<file path="src/hw/rtl/hcg_pkg.sv">
// hsl color gradient: shared fixed-point constants, types and codes
// no dependencies
`default_nettype none

package hcg_pkg;

  localparam int HSL_FRAC_BITS = 16;
  localparam int FX_W          = HSL_FRAC_BITS + 1;

  typedef logic [FX_W-1:0] fx_t;

  localparam fx_t FX_ONE        = fx_t'(1) << HSL_FRAC_BITS;
  localparam fx_t FX_HALF       = fx_t'(1) << (HSL_FRAC_BITS - 1);
  localparam fx_t FX_THIRD      = fx_t'((2 ** HSL_FRAC_BITS + 1) / 3);
  localparam fx_t FX_TWO_THIRDS = fx_t'((2 * 2 ** HSL_FRAC_BITS + 1) / 3);

  typedef struct packed {
    fx_t h;
    fx_t s;
    fx_t l;
  } hsl_t;

  typedef enum logic [1:0] {
    REG_RANGE_LOW,
    REG_RANGE_HIGH,
    REG_COLOR_LOW,
    REG_COLOR_HIGH
  } cfg_reg_t;

  typedef enum logic [1:0] {
    MAP_LOW,
    MAP_HIGH,
    MAP_LERP
  } map_mode_t;

  typedef enum logic [1:0] {
    EP_IDLE,
    EP_LAUNCH,
    EP_WAIT
  } ep_state_t;

  typedef enum logic [1:0] {
    EK_SAT,
    EK_HUE
  } ep_kind_t;

  typedef enum logic [1:0] {
    PC_RISE,
    PC_TOP,
    PC_FALL,
    PC_BASE
  } piece_t;

endpackage

`default_nettype wire

</file>
<file path="src/hw/rtl/hcg_rgb.sv">
// hsl color gradient: four-stage hsl to rgb conversion with output register
// depends on hcg_pkg
`default_nettype none

module hcg_rgb
  import hcg_pkg::*;
(
  input  logic        clk,
  input  logic        rst_n,
  input  logic        en,
  input  logic        hsl_vld,
  input  hsl_t        hsl,
  output logic [23:0] color,
  output logic        color_vld
);

  // stage 1: q and p
  logic [2*FX_W-1:0]  ls_full;
  fx_t                ls;
  logic signed [18:0] q1, p1;
  logic signed [18:0] r1_q_r, r1_p_r;
  fx_t                r1_h_r, r1_l_r;
  logic               r1_sz_r, r1_vld_r;

  // stage 2: piece select and slope factor
  logic signed [18:0] th, t;
  fx_t                tu, tt;
  logic [19:0]        t6;
  piece_t             pc2 [0:2];
  fx_t                f2  [0:2];
  piece_t             r2_pc_r [0:2];
  fx_t                r2_f_r  [0:2];
  logic [17:0]        r2_qp_r;
  logic signed [18:0] r2_q_r, r2_p_r;
  fx_t                r2_l_r;
  logic               r2_sz_r, r2_vld_r;

  // stage 3: slope product
  logic [34:0]        prod [0:2];
  logic [18:0]        r3_ph_r [0:2];
  piece_t             r3_pc_r [0:2];
  logic signed [18:0] r3_q_r, r3_p_r;
  fx_t                r3_l_r;
  logic               r3_sz_r, r3_vld_r;

  // stage 4: clamp and scale to 8 bits
  logic signed [19:0] v;
  fx_t                vc;
  logic [24:0]        scaled;
  logic [7:0]         ch [0:2];
  logic [23:0]        color_r;
  logic               color_vld_r;

  always_comb begin
    ls_full = {{FX_W{1'b0}}, hsl.l} * {{FX_W{1'b0}}, hsl.s};
    ls      = ls_full[HSL_FRAC_BITS+FX_W-1:HSL_FRAC_BITS];
    if (hsl.l < FX_HALF) begin
      q1 = 19'(hsl.l) + 19'(ls);
    end else begin
      q1 = 19'(hsl.l) + 19'(hsl.s) - 19'(ls);
    end
    p1 = 19'({hsl.l, 1'b0}) - q1;
  end

  always_comb begin
    th = 19'(r1_h_r);
    t  = '0;
    tu = '0;
    tt = '0;
    t6 = '0;
    for (int c = 0; c < 3; c++) begin
      case (c)
        0:       t = th + 19'(FX_THIRD);
        1:       t = th;
        default: t = th - 19'(FX_THIRD);
      endcase
      if (t < 0) begin
        t = t + 19'(FX_ONE);
      end else if (t > 19'(FX_ONE)) begin
        t = t - 19'(FX_ONE);
      end
      tu = t[FX_W-1:0];
      t6 = 20'({tu, 2'b00}) + 20'({tu, 1'b0});
      tt = FX_TWO_THIRDS - tu;
      f2[c] = '0;
      if (t6 < 20'(FX_ONE)) begin
        pc2[c] = PC_RISE;
        f2[c]  = t6[FX_W-1:0];
      end else if ({tu, 1'b0} < {1'b0, FX_ONE}) begin
        pc2[c] = PC_TOP;
      end else if (20'({tu, 1'b0}) + 20'(tu) < 20'({FX_ONE, 1'b0})) begin
        pc2[c] = PC_FALL;
        f2[c]  = fx_t'({tt, 2'b00}) + fx_t'({tt, 1'b0});
      end else begin
        pc2[c] = PC_BASE;
      end
    end
  end

  always_comb begin
    for (int c = 0; c < 3; c++) begin
      prod[c] = {17'b0, r2_qp_r} * {18'b0, r2_f_r[c]};
    end
  end

  always_comb begin
    v      = '0;
    vc     = '0;
    scaled = '0;
    for (int c = 0; c < 3; c++) begin
      case (r3_pc_r[c]) inside
        PC_RISE, PC_FALL: v = 20'(r3_p_r) + $signed({1'b0, r3_ph_r[c]});
        PC_TOP:           v = 20'(r3_q_r);
        default:          v = 20'(r3_p_r);
      endcase
      if (r3_sz_r) begin
        vc = r3_l_r;
      end else if (v < 0) begin
        vc = '0;
      end else if (v > 20'(FX_ONE)) begin
        vc = FX_ONE;
      end else begin
        vc = v[FX_W-1:0];
      end
      scaled = {vc, 8'b0} - {8'b0, vc};
      ch[c]  = scaled[HSL_FRAC_BITS+7:HSL_FRAC_BITS];
    end
  end

  always_ff @(posedge clk) begin
    if (!rst_n) begin
      r1_vld_r    <= 1'b0;
      r2_vld_r    <= 1'b0;
      r3_vld_r    <= 1'b0;
      color_vld_r <= 1'b0;
    end else if (en) begin
      r1_vld_r    <= hsl_vld;
      r2_vld_r    <= r1_vld_r;
      r3_vld_r    <= r2_vld_r;
      color_vld_r <= r3_vld_r;
    end
  end

  always_ff @(posedge clk) begin
    if (en) begin
      r1_q_r  <= q1;
      r1_p_r  <= p1;
      r1_h_r  <= hsl.h;
      r1_l_r  <= hsl.l;
      r1_sz_r <= (hsl.s == '0);

      r2_qp_r <= 18'(r1_q_r - r1_p_r);
      r2_q_r  <= r1_q_r;
      r2_p_r  <= r1_p_r;
      r2_l_r  <= r1_l_r;
      r2_sz_r <= r1_sz_r;
      for (int c = 0; c < 3; c++) begin
        r2_pc_r[c] <= pc2[c];
        r2_f_r[c]  <= f2[c];
      end

      r3_q_r  <= r2_q_r;
      r3_p_r  <= r2_p_r;
      r3_l_r  <= r2_l_r;
      r3_sz_r <= r2_sz_r;
      for (int c = 0; c < 3; c++) begin
        r3_pc_r[c] <= r2_pc_r[c];
        r3_ph_r[c] <= prod[c][34:HSL_FRAC_BITS];
      end

      color_r <= {ch[0], ch[1], ch[2]};
    end
  end

  assign color     = color_r;
  assign color_vld = color_vld_r;

endmodule

`default_nettype wire

</file>
<file path="config.mk">
export PLATFORM = sky130hd
export DESIGN_NAME = hcg_rgb
export DESIGN_NICKNAME = d
export VERILOG_FILES = /design/src/hw/rtl/hcg_pkg.sv /design/src/hw/rtl/hcg_rgb.sv
export SDC_FILE = /design/constraint.sdc
export NUM_CORES = 2
export LEC_CHECK = 0
export BUFFER_PORTS_ARGS = -buffer_cell sky130_fd_sc_hd__buf_2
export CAP_MARGIN = 20
export CORE_MARGIN = 4
export CORE_UTILIZATION = 40
export DETAILED_ROUTE_END_ITERATION = 16
export GPL_TIMING_DRIVEN = 0
export PLACE_DENSITY = 0.56
export SYNTH_ARGS = -nofsm -noshare
export SYNTH_HDL_FRONTEND = slang
export SYNTH_SLANG_ARGS = --single-unit
</file>
<file path="constraint.sdc">
create_clock -name clk -period 12.75 [get_ports clk]
set_input_delay 2.55 -clock clk [delete_from_list [all_inputs] [get_ports clk]]
set_output_delay 2.55 -clock clk [all_outputs]
set_load 0.005 [all_outputs]
</file>
==> results.toml <==
[status]
status = "finished, final reports clean"

[finish]
fin_util_pct = 43.36
areaGrowthSynthToFinish_pct = 7.202
final_nets = 8595
fin_cells = 8949
drive_above_1_share_pct = 3.869

[flow_run]
cap_violations = 0

[worst_setup_path]
reg2reg_to = "r3_ph_r[0][18]"
reg2reg_depth = 26
crit_arrival_ps = 12590
cp_slowest_cell = "fa_1"
critPathMaxStageDelay_ps = 560
cp_max_fo = 12
cp.required_ps = 13080
path_class = "input port to flop"
crit_top_cell = "inv_1"
reg2reg_from = "r2_qp_r[9]"
cp-end-kind = "flop"
start_kind = "input port"
reg2reg_slack_ps = 3660

[route]
dr.pass1.iters = 5
ant_nets = 0
drc_errors = 0
vias_per_cell = 5.298
vias = 47410
drt-total-wl_um = 187700
first_iter_violations = 3207
routedWlPerCell_um = 20.98

[placement]
place_hpwl_um = 154100
gp_congestion = 0.9164
placed_cells = 8879
place.port_buffers = 78

[floorplan]
die-height_um = 403.6
core-area_um2 = 154800
ioPinCount = 80
start_util_pct = 40.45
die_width_um = 403.6
num_rows = 144
dieArea_um2 = 162900

[logic_synthesis]
synth-seq-cells = 344
synth_cell_types = 105
synth-seq-area-share_pct = 16.44
yosysWarnings = 0
async_flop_share_pct = 0
synth_edf_count = 340
syn_avg_cell_area_um2 = 9.304
yosys.area.top_type_share_pct = 28.69
ys.flop_type = "edfxtp_1"
synth_area_leader_cell = "fa_1"
ys_top_cells_by_area = "fa_1 29%, edfxtp_1 16%, ha_1 15%, inv_1 7.7%, nand2_1 4.9%"
netlist_area_um2 = 62600
postSynthCellCount = 6728

[hold_path]
hold_depth = 0
worstHoldStart = "r1_l_r[15]"
min_to = "r2_l_r[15]"
hp-class = "flop to flop"

[timing]
hold_viol = 0
tightest_slew_ps = 1177
finalSetupTns_ps = 0
slew_violations = 0
relSlewSlack_pct = 21.54
max_freq_ghz = 0.08156
final.period_utilization_pct = 96.16
rsz0062_at_grt = "false"
setup_viol = 0
clock_skew_ps = 26.05
period_minus_slack_ps = 12260

[global_route]
antenna_found_initial = 9
grt_pass1_vias = 48560
met3_usage_pct = 2.823
grt_use_met1_pct = 32.26
met2_usage_pct = 37.37
grt_usage_pct = 23.12
gr-total-overflow = 0
grt_start_max_net_pins = 125
grt_pass1_wl_um = 290200
grt-busiest-layer = "met2"

[clock_network]
cts.clk_slew.worst_paths_ps = 60
clock_latency_ps = 600
cts-root-buf = "clkbuf_16"
cts_tree = "yes"
cts.sink_count = 344
clockBufferDepth = 3
h-tree-depth = 2
cts_hold_buf = 0
cts_buffers = 39
==> what timing repair did <==
| item | CTS | global route |
|---|---|---|
| resized for setup | 12 | 58 |
| pin swaps | 0 | 1 |
| setup buffers | 0 | 1 |
| setup endpoints to repair | 2 | 5 |
==> cells in the final DEF (no fill, tap or decap), types with 22 or more instances in the layout <==
cell / synthesis / routed
a21oi_1: 206 / 205
nand3_1: 78 / 78
o211ai_1: 25 / 25
xnor2_1: 207 / 206
a211oi_1: 38 / 38
and3_1: 25 / 25
ha_1: 772 / 772
o21a_1: 76 / 76
clkbuf_1: 226 / 203
and2_1: 480 / 480
nand4_1: 22 / 22
buf_2: 11 / 84
fa_1: 897 / 897
a21boi_0: 26 / 26
nand2b_1: 23 / 23
o21bai_1: 35 / 35
xor2_1: 89 / 89
o21ai_0: 165 / 165
nor3_1: 85 / 85
conb_1: 2 / 27
a21o_1: 95 / 95
nor2_1: 218 / 218
nor2b_1: 46 / 46
nand2_1: 811 / 811
edfxtp_1: 340 / 340
mux2_2: 26 / 26
clkbuf_16: 0 / 39
inv_1: 1277 / 1277
mux2i_1: 48 / 48
a31oi_1: 22 / 22
==> how the worst max path moves through the flow <==
| stage | to | from |
|---|---|---|
| finish | r1_p_r[18] | hsl[7] |
| global route | r1_p_r[18] | hsl[19] |
| CTS | r1_p_r[18] | hsl[11] |
| detailed placement | r1_p_r[18] | hsl[27] |
| global placement | r1_p_r[18] | hsl[27] |
| floorplan | r1_p_r[18] | hsl[19] |
==> per-layer routing <==
metal | vias to the layer above | share of wire [%] | wire, µm
met5 | - | 0.014 | 27
met4 | 4 | 3.9 | 7233
met3 | 288 | 5.7 | 10700
met2 | 1410 | 45 | 85320
met1 | 23840 | 45 | 84450
li1 | 21870 | - | -
==> kinds of logic (layout without fill, tap and decap cells) <==
family                     count (synthesis)  count (layout)  share of synthesized area [%]
other                                      2              31                        0.01200
muxes                                     75              75                          1.259
adders and majority gates               1669            1669                          44.12
xor gates and xnor gates                 299             299                          4.249
AOI/OAI and AO/OA                        924             924                          10.13
and+or+nand+nor                         1886            1886                          14.58
buffers and inverters                   1529            1677                          9.216
DFF                                      344             344                          16.44
==> synthesized netlist by cell type (all sizes together), types with 46 or more instances <==
master,number
edfxtp,340
nor2b,46
a21o,95
nor3,86
ha,772
fa,897
and2,481
xor2,89
a21oi,208
mux2i,48
o21a,76
xnor2,207
clkbuf,227
nand3,78
o21ai,173
nand2,811
nor2,218
inv,1278
==> critical path, delay by kind of cell <==
kind / cells / cell delay, ps
xor+xnor: 3 / 510
fa+ha+maj: 10 / 4410
buf+inv: 10 / 1200
simple gates: 3 / 340
compound gates: 16 / 3540
==> registers in the layout, summed over array words and instances (netlist names), 18 cells and up <==
signal and count:
color 24, r1_p_r 18, r2_p_r 18, r3_q_r 19, r2_q_r 19, r3_p_r 18
r2_f_r 48, r3_ph_r 57, r1_q_r 19
==> through the flow <==
stage               hold slack (ps)  setup slack [ps]  area (µm²)
detailed placement            404.5            -887.6       65720
finish                        412.1             489.5       67110
global route                  420.6             19.84       67100
floorplan                     400.3             974.3       62690
global placement              401.3            -930.8       65640
CTS                           412.2             27.27       67020
==> cell type report <==
cell class / count / area, µm²
Fill cell: 15160 / 87660
Multi-Input combinational cell: 4880 / 46660
Sequential cell: 344 / 10290
Inverter: 1281 / 4808
Tap cell: 2044 / 2557
Clock buffer: 48 / 1010
Buffer: 242 / 985.9
Timing Repair Buffer: 83 / 505.5
Clock inverter: 23 / 280.3
Antenna cell: 4 / 10.01
Power is not shown: default switching activity piles up to over one toggle a cycle in this logic, so the estimate is an artifact.
