## src/hw/rtl/hcg_pkg.sv

```systemverilog
// hsl color gradient: shared fixed-point constants, types and codes
// no dependencies
`default_nettype none

package hcg_pkg;

  localparam int HSL_FRAC_BITS = 16;
  localparam int FX_W          = HSL_FRAC_BITS + 1;

  typedef logic [FX_W-1:0] fx_t;

  localparam fx_t FX_ONE        = fx_t'(1) << HSL_FRAC_BITS;
  localparam fx_t FX_HALF       = fx_t'(1) << (HSL_FRAC_BITS - 1);
  localparam fx_t FX_THIRD      = fx_t'((2 ** HSL_FRAC_BITS + 1) / 3);
  localparam fx_t FX_TWO_THIRDS = fx_t'((2 * 2 ** HSL_FRAC_BITS + 1) / 3);

  typedef struct packed {
    fx_t h;
    fx_t s;
    fx_t l;
  } hsl_t;

  typedef enum logic [1:0] {
    REG_RANGE_LOW,
    REG_RANGE_HIGH,
    REG_COLOR_LOW,
    REG_COLOR_HIGH
  } cfg_reg_t;

  typedef enum logic [1:0] {
    MAP_LOW,
    MAP_HIGH,
    MAP_LERP
  } map_mode_t;

  typedef enum logic [1:0] {
    EP_IDLE,
    EP_LAUNCH,
    EP_WAIT
  } ep_state_t;

  typedef enum logic [1:0] {
    EK_SAT,
    EK_HUE
  } ep_kind_t;

  typedef enum logic [1:0] {
    PC_RISE,
    PC_TOP,
    PC_FALL,
    PC_BASE
  } piece_t;

endpackage

`default_nettype wire

```

## src/hw/rtl/hcg_seq_div.sv

```systemverilog
// hsl color gradient: bit-serial restoring divider, one quotient bit per cycle
// no dependencies
`default_nettype none

module hcg_seq_div #(
  parameter int NUM_W = 27,
  parameter int DEN_W = 11
) (
  input  logic             clk,
  input  logic             rst_n,
  input  logic             start,
  input  logic [NUM_W-1:0] num,
  input  logic [DEN_W-1:0] den,
  output logic             done,
  output logic [NUM_W-1:0] quo
);

  localparam int CNT_W = $clog2(NUM_W + 1);

  logic             busy_r;
  logic             done_r;
  logic [CNT_W-1:0] cnt_r;
  logic [DEN_W-1:0] rem_r;
  logic [NUM_W-1:0] num_r;
  logic [NUM_W-1:0] quo_r;
  logic [DEN_W-1:0] den_r;
  logic [DEN_W:0]   trial;
  logic [DEN_W:0]   diff;
  logic             ge;

  always_comb begin
    trial = {rem_r, num_r[NUM_W-1]};
    diff  = trial - {1'b0, den_r};
    ge    = (trial >= {1'b0, den_r});
  end

  always_ff @(posedge clk) begin
    if (!rst_n) begin
      busy_r <= 1'b0;
      done_r <= 1'b0;
      cnt_r  <= '0;
    end else begin
      done_r <= busy_r && (cnt_r == CNT_W'(1));
      if (start) begin
        busy_r <= 1'b1;
        cnt_r  <= CNT_W'(NUM_W);
      end else if (busy_r) begin
        cnt_r <= cnt_r - CNT_W'(1);
        if (cnt_r == CNT_W'(1)) begin
          busy_r <= 1'b0;
        end
      end
    end
  end

  always_ff @(posedge clk) begin
    if (start) begin
      rem_r <= '0;
      num_r <= num;
      den_r <= den;
    end else if (busy_r) begin
      rem_r <= ge ? diff[DEN_W-1:0] : trial[DEN_W-1:0];
      num_r <= num_r << 1;
      quo_r <= {quo_r[NUM_W-2:0], ge};
    end
  end

  assign done = done_r;
  assign quo  = quo_r;

endmodule

`default_nettype wire

```

## src/hw/rtl/hcg_endpoint.sv

```systemverilog
// hsl color gradient: converts both endpoint colors to hsl after reset or a write
// depends on hcg_pkg and hcg_seq_div
`default_nettype none

module hcg_endpoint
  import hcg_pkg::*;
(
  input  logic        clk,
  input  logic        rst_n,
  input  logic        restart,
  input  logic [23:0] color_low,
  input  logic [23:0] color_high,
  output hsl_t        ep_low,
  output hsl_t        ep_high,
  output logic        busy
);

  localparam int NUM_W = 27;
  localparam int DEN_W = 11;
  // floor(sum * one / 510) as sum * ceil(2^32 / 255) >> 17, exact for sum up to 510
  localparam logic [24:0] L_RECIP = 25'd16843010;
  localparam int          L_SHIFT = 33 - HSL_FRAC_BITS;

  ep_state_t  state_r, state_nxt;
  ep_kind_t   kind_r, kind_nxt;
  logic       sel_r, sel_nxt;
  logic       pending_r, pending_nxt;
  hsl_t       ep_low_r, ep_high_r;

  logic [23:0]      col;
  logic [7:0]       r, g, b, mx, mn, d;
  logic [8:0]       sum;
  logic [9:0]       den_sat;
  logic [DEN_W-1:0] d2, d4, d6, n;
  logic             gray;
  logic [33:0]      l_prod;
  fx_t              lgt;
  logic [NUM_W-1:0] div_num;
  logic [DEN_W-1:0] div_den;
  logic [NUM_W-1:0] div_quo;
  logic             div_start, div_done, step_done, last;
  fx_t              res;

  always_comb begin
    col  = sel_r ? color_high : color_low;
    r    = col[23:16];
    g    = col[15:8];
    b    = col[7:0];
    mx   = r;
    mn   = r;
    if (g > mx) mx = g;
    if (b > mx) mx = b;
    if (g < mn) mn = g;
    if (b < mn) mn = b;
    sum  = {1'b0, mx} + {1'b0, mn};
    d    = mx - mn;
    gray = (mx == mn);
    den_sat = (sum > 9'd255) ? (10'd510 - {1'b0, sum}) : {1'b0, sum};
    d2   = DEN_W'({d, 1'b0});
    d4   = DEN_W'({d, 2'b00});
    d6   = d2 + d4;
    if (r > g && r > b) begin
      n = (g >= b) ? DEN_W'(g - b) : d6 - DEN_W'(b - g);
    end else if (g > b) begin
      n = d2 + DEN_W'(b) - DEN_W'(r);
    end else begin
      n = d4 + DEN_W'(r) - DEN_W'(g);
    end
    l_prod = 34'(sum) * 34'(L_RECIP);
    lgt    = l_prod[L_SHIFT+FX_W-1:L_SHIFT];
  end

  always_comb begin
    case (kind_r)
      EK_SAT: begin
        div_num = NUM_W'(d) << HSL_FRAC_BITS;
        div_den = DEN_W'(den_sat);
      end
      EK_HUE: begin
        div_num = NUM_W'(n) << HSL_FRAC_BITS;
        div_den = d6;
      end
      default: begin
        div_num = '0;
        div_den = '0;
      end
    endcase
  end

  hcg_seq_div #(
    .NUM_W (NUM_W),
    .DEN_W (DEN_W)
  ) u_div (
    .clk   (clk),
    .rst_n (rst_n),
    .start (div_start),
    .num   (div_num),
    .den   (div_den),
    .done  (div_done),
    .quo   (div_quo)
  );

  assign last = sel_r && (kind_r == EK_HUE);

  // next state
  always_comb begin
    state_nxt = state_r;
    unique case (state_r)
      EP_IDLE:   if (pending_r) state_nxt = EP_LAUNCH;
      EP_LAUNCH: state_nxt = EP_WAIT;
      EP_WAIT:   if (div_done) state_nxt = last ? EP_IDLE : EP_LAUNCH;
      default:   state_nxt = EP_IDLE;
    endcase
  end

  // outputs
  always_comb begin
    div_start = (state_r == EP_LAUNCH);
    step_done = (state_r == EP_WAIT) && div_done;
    busy      = pending_r || (state_r != EP_IDLE);
  end

  always_comb begin
    sel_nxt     = sel_r;
    kind_nxt    = kind_r;
    pending_nxt = restart || (pending_r && (state_r != EP_IDLE));
    if (state_r == EP_IDLE) begin
      sel_nxt  = 1'b0;
      kind_nxt = EK_SAT;
    end else if (step_done) begin
      case (kind_r)
        EK_SAT: kind_nxt = EK_HUE;
        default: begin
          kind_nxt = EK_SAT;
          sel_nxt  = 1'b1;
        end
      endcase
    end
  end

  assign res = gray ? '0 : div_quo[FX_W-1:0];

  always_ff @(posedge clk) begin
    if (!rst_n) begin
      state_r   <= EP_IDLE;
      kind_r    <= EK_SAT;
      sel_r     <= 1'b0;
      pending_r <= 1'b1;
    end else begin
      state_r   <= state_nxt;
      kind_r    <= kind_nxt;
      sel_r     <= sel_nxt;
      pending_r <= pending_nxt;
    end
  end

  always_ff @(posedge clk) begin
    if (step_done) begin
      case (kind_r)
        EK_SAT: begin
          if (sel_r) begin
            ep_high_r.s <= res;
            ep_high_r.l <= lgt;
          end else begin
            ep_low_r.s <= res;
            ep_low_r.l <= lgt;
          end
        end
        default:  if (sel_r) ep_high_r.h <= res; else ep_low_r.h <= res;
      endcase
    end
  end

  assign ep_low  = ep_low_r;
  assign ep_high = ep_high_r;

endmodule

`default_nettype wire

```

## config.mk

```make
export PLATFORM = sky130hd
export DESIGN_NAME = hcg_endpoint
export DESIGN_NICKNAME = d
export VERILOG_FILES = /design/src/hw/rtl/hcg_pkg.sv /design/src/hw/rtl/hcg_seq_div.sv /design/src/hw/rtl/hcg_endpoint.sv
export SDC_FILE = /design/constraint.sdc
export NUM_CORES = 1
export LEC_CHECK = 0
export ABC_AREA = 1
export ABC_CLOCK_PERIOD_IN_PS = 10800
export BUFFER_PORTS_ARGS = -buffer_cell sky130_fd_sc_hd__buf_2
export CAP_MARGIN = 20
export CORE_MARGIN = 4
export CORE_UTILIZATION = 59
export CTS_CLUSTER_SIZE = 24
export DETAILED_ROUTE_END_ITERATION = 8
export PLACE_DENSITY = 0.81
export SLEW_MARGIN = 5
export SYNTH_ARGS = -nofsm -noshare
export SYNTH_HDL_FRONTEND = slang
export SYNTH_SLANG_ARGS = --single-unit
```

## constraint.sdc

```tcl
create_clock -name clk -period 10.8 [get_ports clk]
set_input_delay 1.62 -clock clk [delete_from_list [all_inputs] [get_ports clk]]
set_output_delay 1.62 -clock clk [all_outputs]
set_load 0.02 [all_outputs]
```

==> flow_summary.yaml <==
finish:
  drive_gt1_frac: 0.169
  antenna_cells: 0
  num-fill-cells: 1610
  layout_commonest_cell: "nand2_1"
  register_area_um2: 4510
  nets: 1794
  layout_common_cells: "nand2_1 (361), inv_1 (189), buf_2 (153)"
  multiInputGateArea_um2: 6440
  area_growth_pct: 13.5
  stdcell_area_um2: 13500
  post-route-util: 0.687
setup_path:
  path_max_fanout: 17
  path_buf_inv: 8
  crit_top_cell: "nand2_1"
  worstPathArrival_ps: 9640
  crit_path_start_kind: "input port"
  required_ps: 10980
  slowest_delay_ps: 660
  cp_slowest_cell: "xor2_1"
  crit_family: "simple AND/OR/NAND/NOR gates"
  critPathCaptureType: "flip-flop"
  crit_type: "input port to flip-flop"
sta:
  fin_skew_ps: 12.1
  setup_ws_ps: 1340
  hold_viol: 0
  slew_viol_final: 0
  fin_crit_ps: 9460
  fin_tns_setup_ps: 0
  grt_setup_unrepaired: "false"
  setup_violations: 0
  slew_headroom: 0.301
  fin_crit_sh: 0.876
  max_slew.worst_pin.slew_ps: 1040
  max_freq_mhz: 106
clock_network:
  cts_root_buf: "clkbuf_16"
  holdBufCountCts: 0
  post_cts_buffers: 0
  cts_sinks: 158
  cts_tree: "built"
  clk_latency_ps: 430
  cts_max_level: 4
  cts_made_buffers: 17
  clkTransAtPathRegs_ps: 70
  clockBufferDepth: 2
  cts_resized: 0
floorplan:
  rows: 51
  core-area_um2: 19700
  die_area_um2: 22500
  die_h_um: 150
  ioPinCount: 154
  start_util: 0.606
  fp.dieW_um: 150
hold_path:
  hold_class: "flip-flop to flip-flop"
job:
  max-cap-violations: 0
yosys:
  synth_top_area_frac: 0.341
  yosys.area.top_type: "edfxtp_1"
  synth_edf_count: 135
  synth_nets: 1643
  yosysSeqAreaShare: 0.379
  syn_inst: 1451
  synth_area_leaders: "edfxtp_1 (34%), ha_1 (13%), nand2_1 (11%)"
  async_flop_share: 0
  synth_seq_cells: 158
  yosysWarnings: 0
  syn-cell-area_um2: 11900
  synthFlopType: "edfxtp_1"
  synth.avg_cell_area_um2: 8.20
  ys_types: 55
status:
  status: "complete, no violations"
drt:
  first_pass_iters: 5
  ant_nets: 0
  drt_wl_total_um: 31200
  vias: 10500
  viasPerCell: 5.58
  drc_errors: 0
  drtIter0Drc: 736
  wire_per_inst_um: 16.6
global_routing:
  track_usage: 0.281
  antenna_found_initial: 0
  grt_pass1_wl_um: 50000
  grt_max_degree: 32
  grt_pass1_vias: 10100
  grt_overflow: 0
placed_design:
  portBuffers: 153
  globalplace.congestion: 0.999
  dp_hpwl_um: 24200
  dpl_cell_area_um2: 12900
  dp_slack_ps: 1040
pwr:
  power.density_nw_per_um2: 302
  p_leak_nw: 6.44
  vdd_drop_max_v: 0.000181
  power_mw: 4.09
per-layer routing:
metal,vias up,part of all wire,global-route usage
met4,0,0.038,0.119
met1,4803,0.39,0.335
li1,5120,-,-
met2,483,0.51,0.510
met5,-,0,0
met3,93,0.068,0.0354
layout make-up:
type	instances	area share
Tap cell	265	0.0245
Timing Repair Buffer	170	0.0667
Inverter	197	0.0549
Clock inverter	14	0.0109
Sequential cell	158	0.334
Multi-Input combinational cell	1058	0.477
Clock buffer	18	0.0318
through the flow:
step                std cells  hold WS, ps
global route             1880          474
CTS                      1879          453
finish                   1880          456
detailed placement       1847          435
global placement         1847          434
floorplan                1451          426
registers in the layout, summed over array words and instances, names as in the netlist, 2 cells and up:
name         count
u_div.num_r     11
ep_low          48
u_div.cnt_r      5
state_r          2
u_div.rem_r     11
ep_high         48
u_div.quo       17
u_div.den_r     11
logic make-up after synthesis:
| group | after synthesis | share of synthesized area |
|---|---|---|
| fa+ha+maj | 141 | 0.162 |
| compound gates | 223 | 0.104 |
| xor+xnor | 50 | 0.0390 |
| flops | 158 | 0.379 |
| simple gates | 644 | 0.235 |
| buf+inv | 235 | 0.0805 |
report_power, final:
group	leakage [nW]	switching, mW	internal (mW)
Combinational	4.75	1.75	0.954
Sequential	1.42	0.0328	0.779
Clock	0.275	0.265	0.307
Total	6.44	2.05	2.04
synthesized netlist by cell type (3+ instances only):
cell / n
a211oi_1: 4
a21oi_1: 91
buf_2: 7
buf_4: 15
clkbuf_1: 13
dfxtp_1: 23
edfxtp_1: 135
fa_1: 22
ha_1: 119
inv_1: 189
inv_2: 7
nand2_1: 361
nand2_2: 11
nand3_1: 98
nand3_2: 4
nand3b_1: 5
nand4_1: 13
nor2_1: 98
nor2_2: 4
nor3_1: 7
nor4_1: 3
o211ai_1: 14
o21ai_0: 81
o21ai_1: 6
o21ai_2: 7
o21bai_1: 3
o22ai_1: 3
or2_1: 5
or2_2: 25
xnor2_1: 12
xor2_1: 36
worst reg2reg max path, delay by kind of cell, from the launching register on:
kind	cells	cell delay (ps)
AO/OA/AOI/OAI	6	1260
XOR/XNOR	2	870
adder cells (fa/ha/maj)	6	2040
buffers and inverters	8	1030
flip-flops	1	360
AND/OR/NAND/NOR	27	2970
path summary, 6_finish.rpt:
kind	from	endpoint	slack, ps	depth (start not counted)
worst max-delay path	color_high[19]	u_div.num_r[26]	1340	49
worst min-delay path	u_div.quo[14]	u_div.quo[15]	460	0
worst max register to register	sel_r	u_div.num_r[26]	2070	49
worst min register to register	u_div.quo[14]	u_div.quo[15]	460	0
No activity file was read; power rests on OpenSTA's default activity.
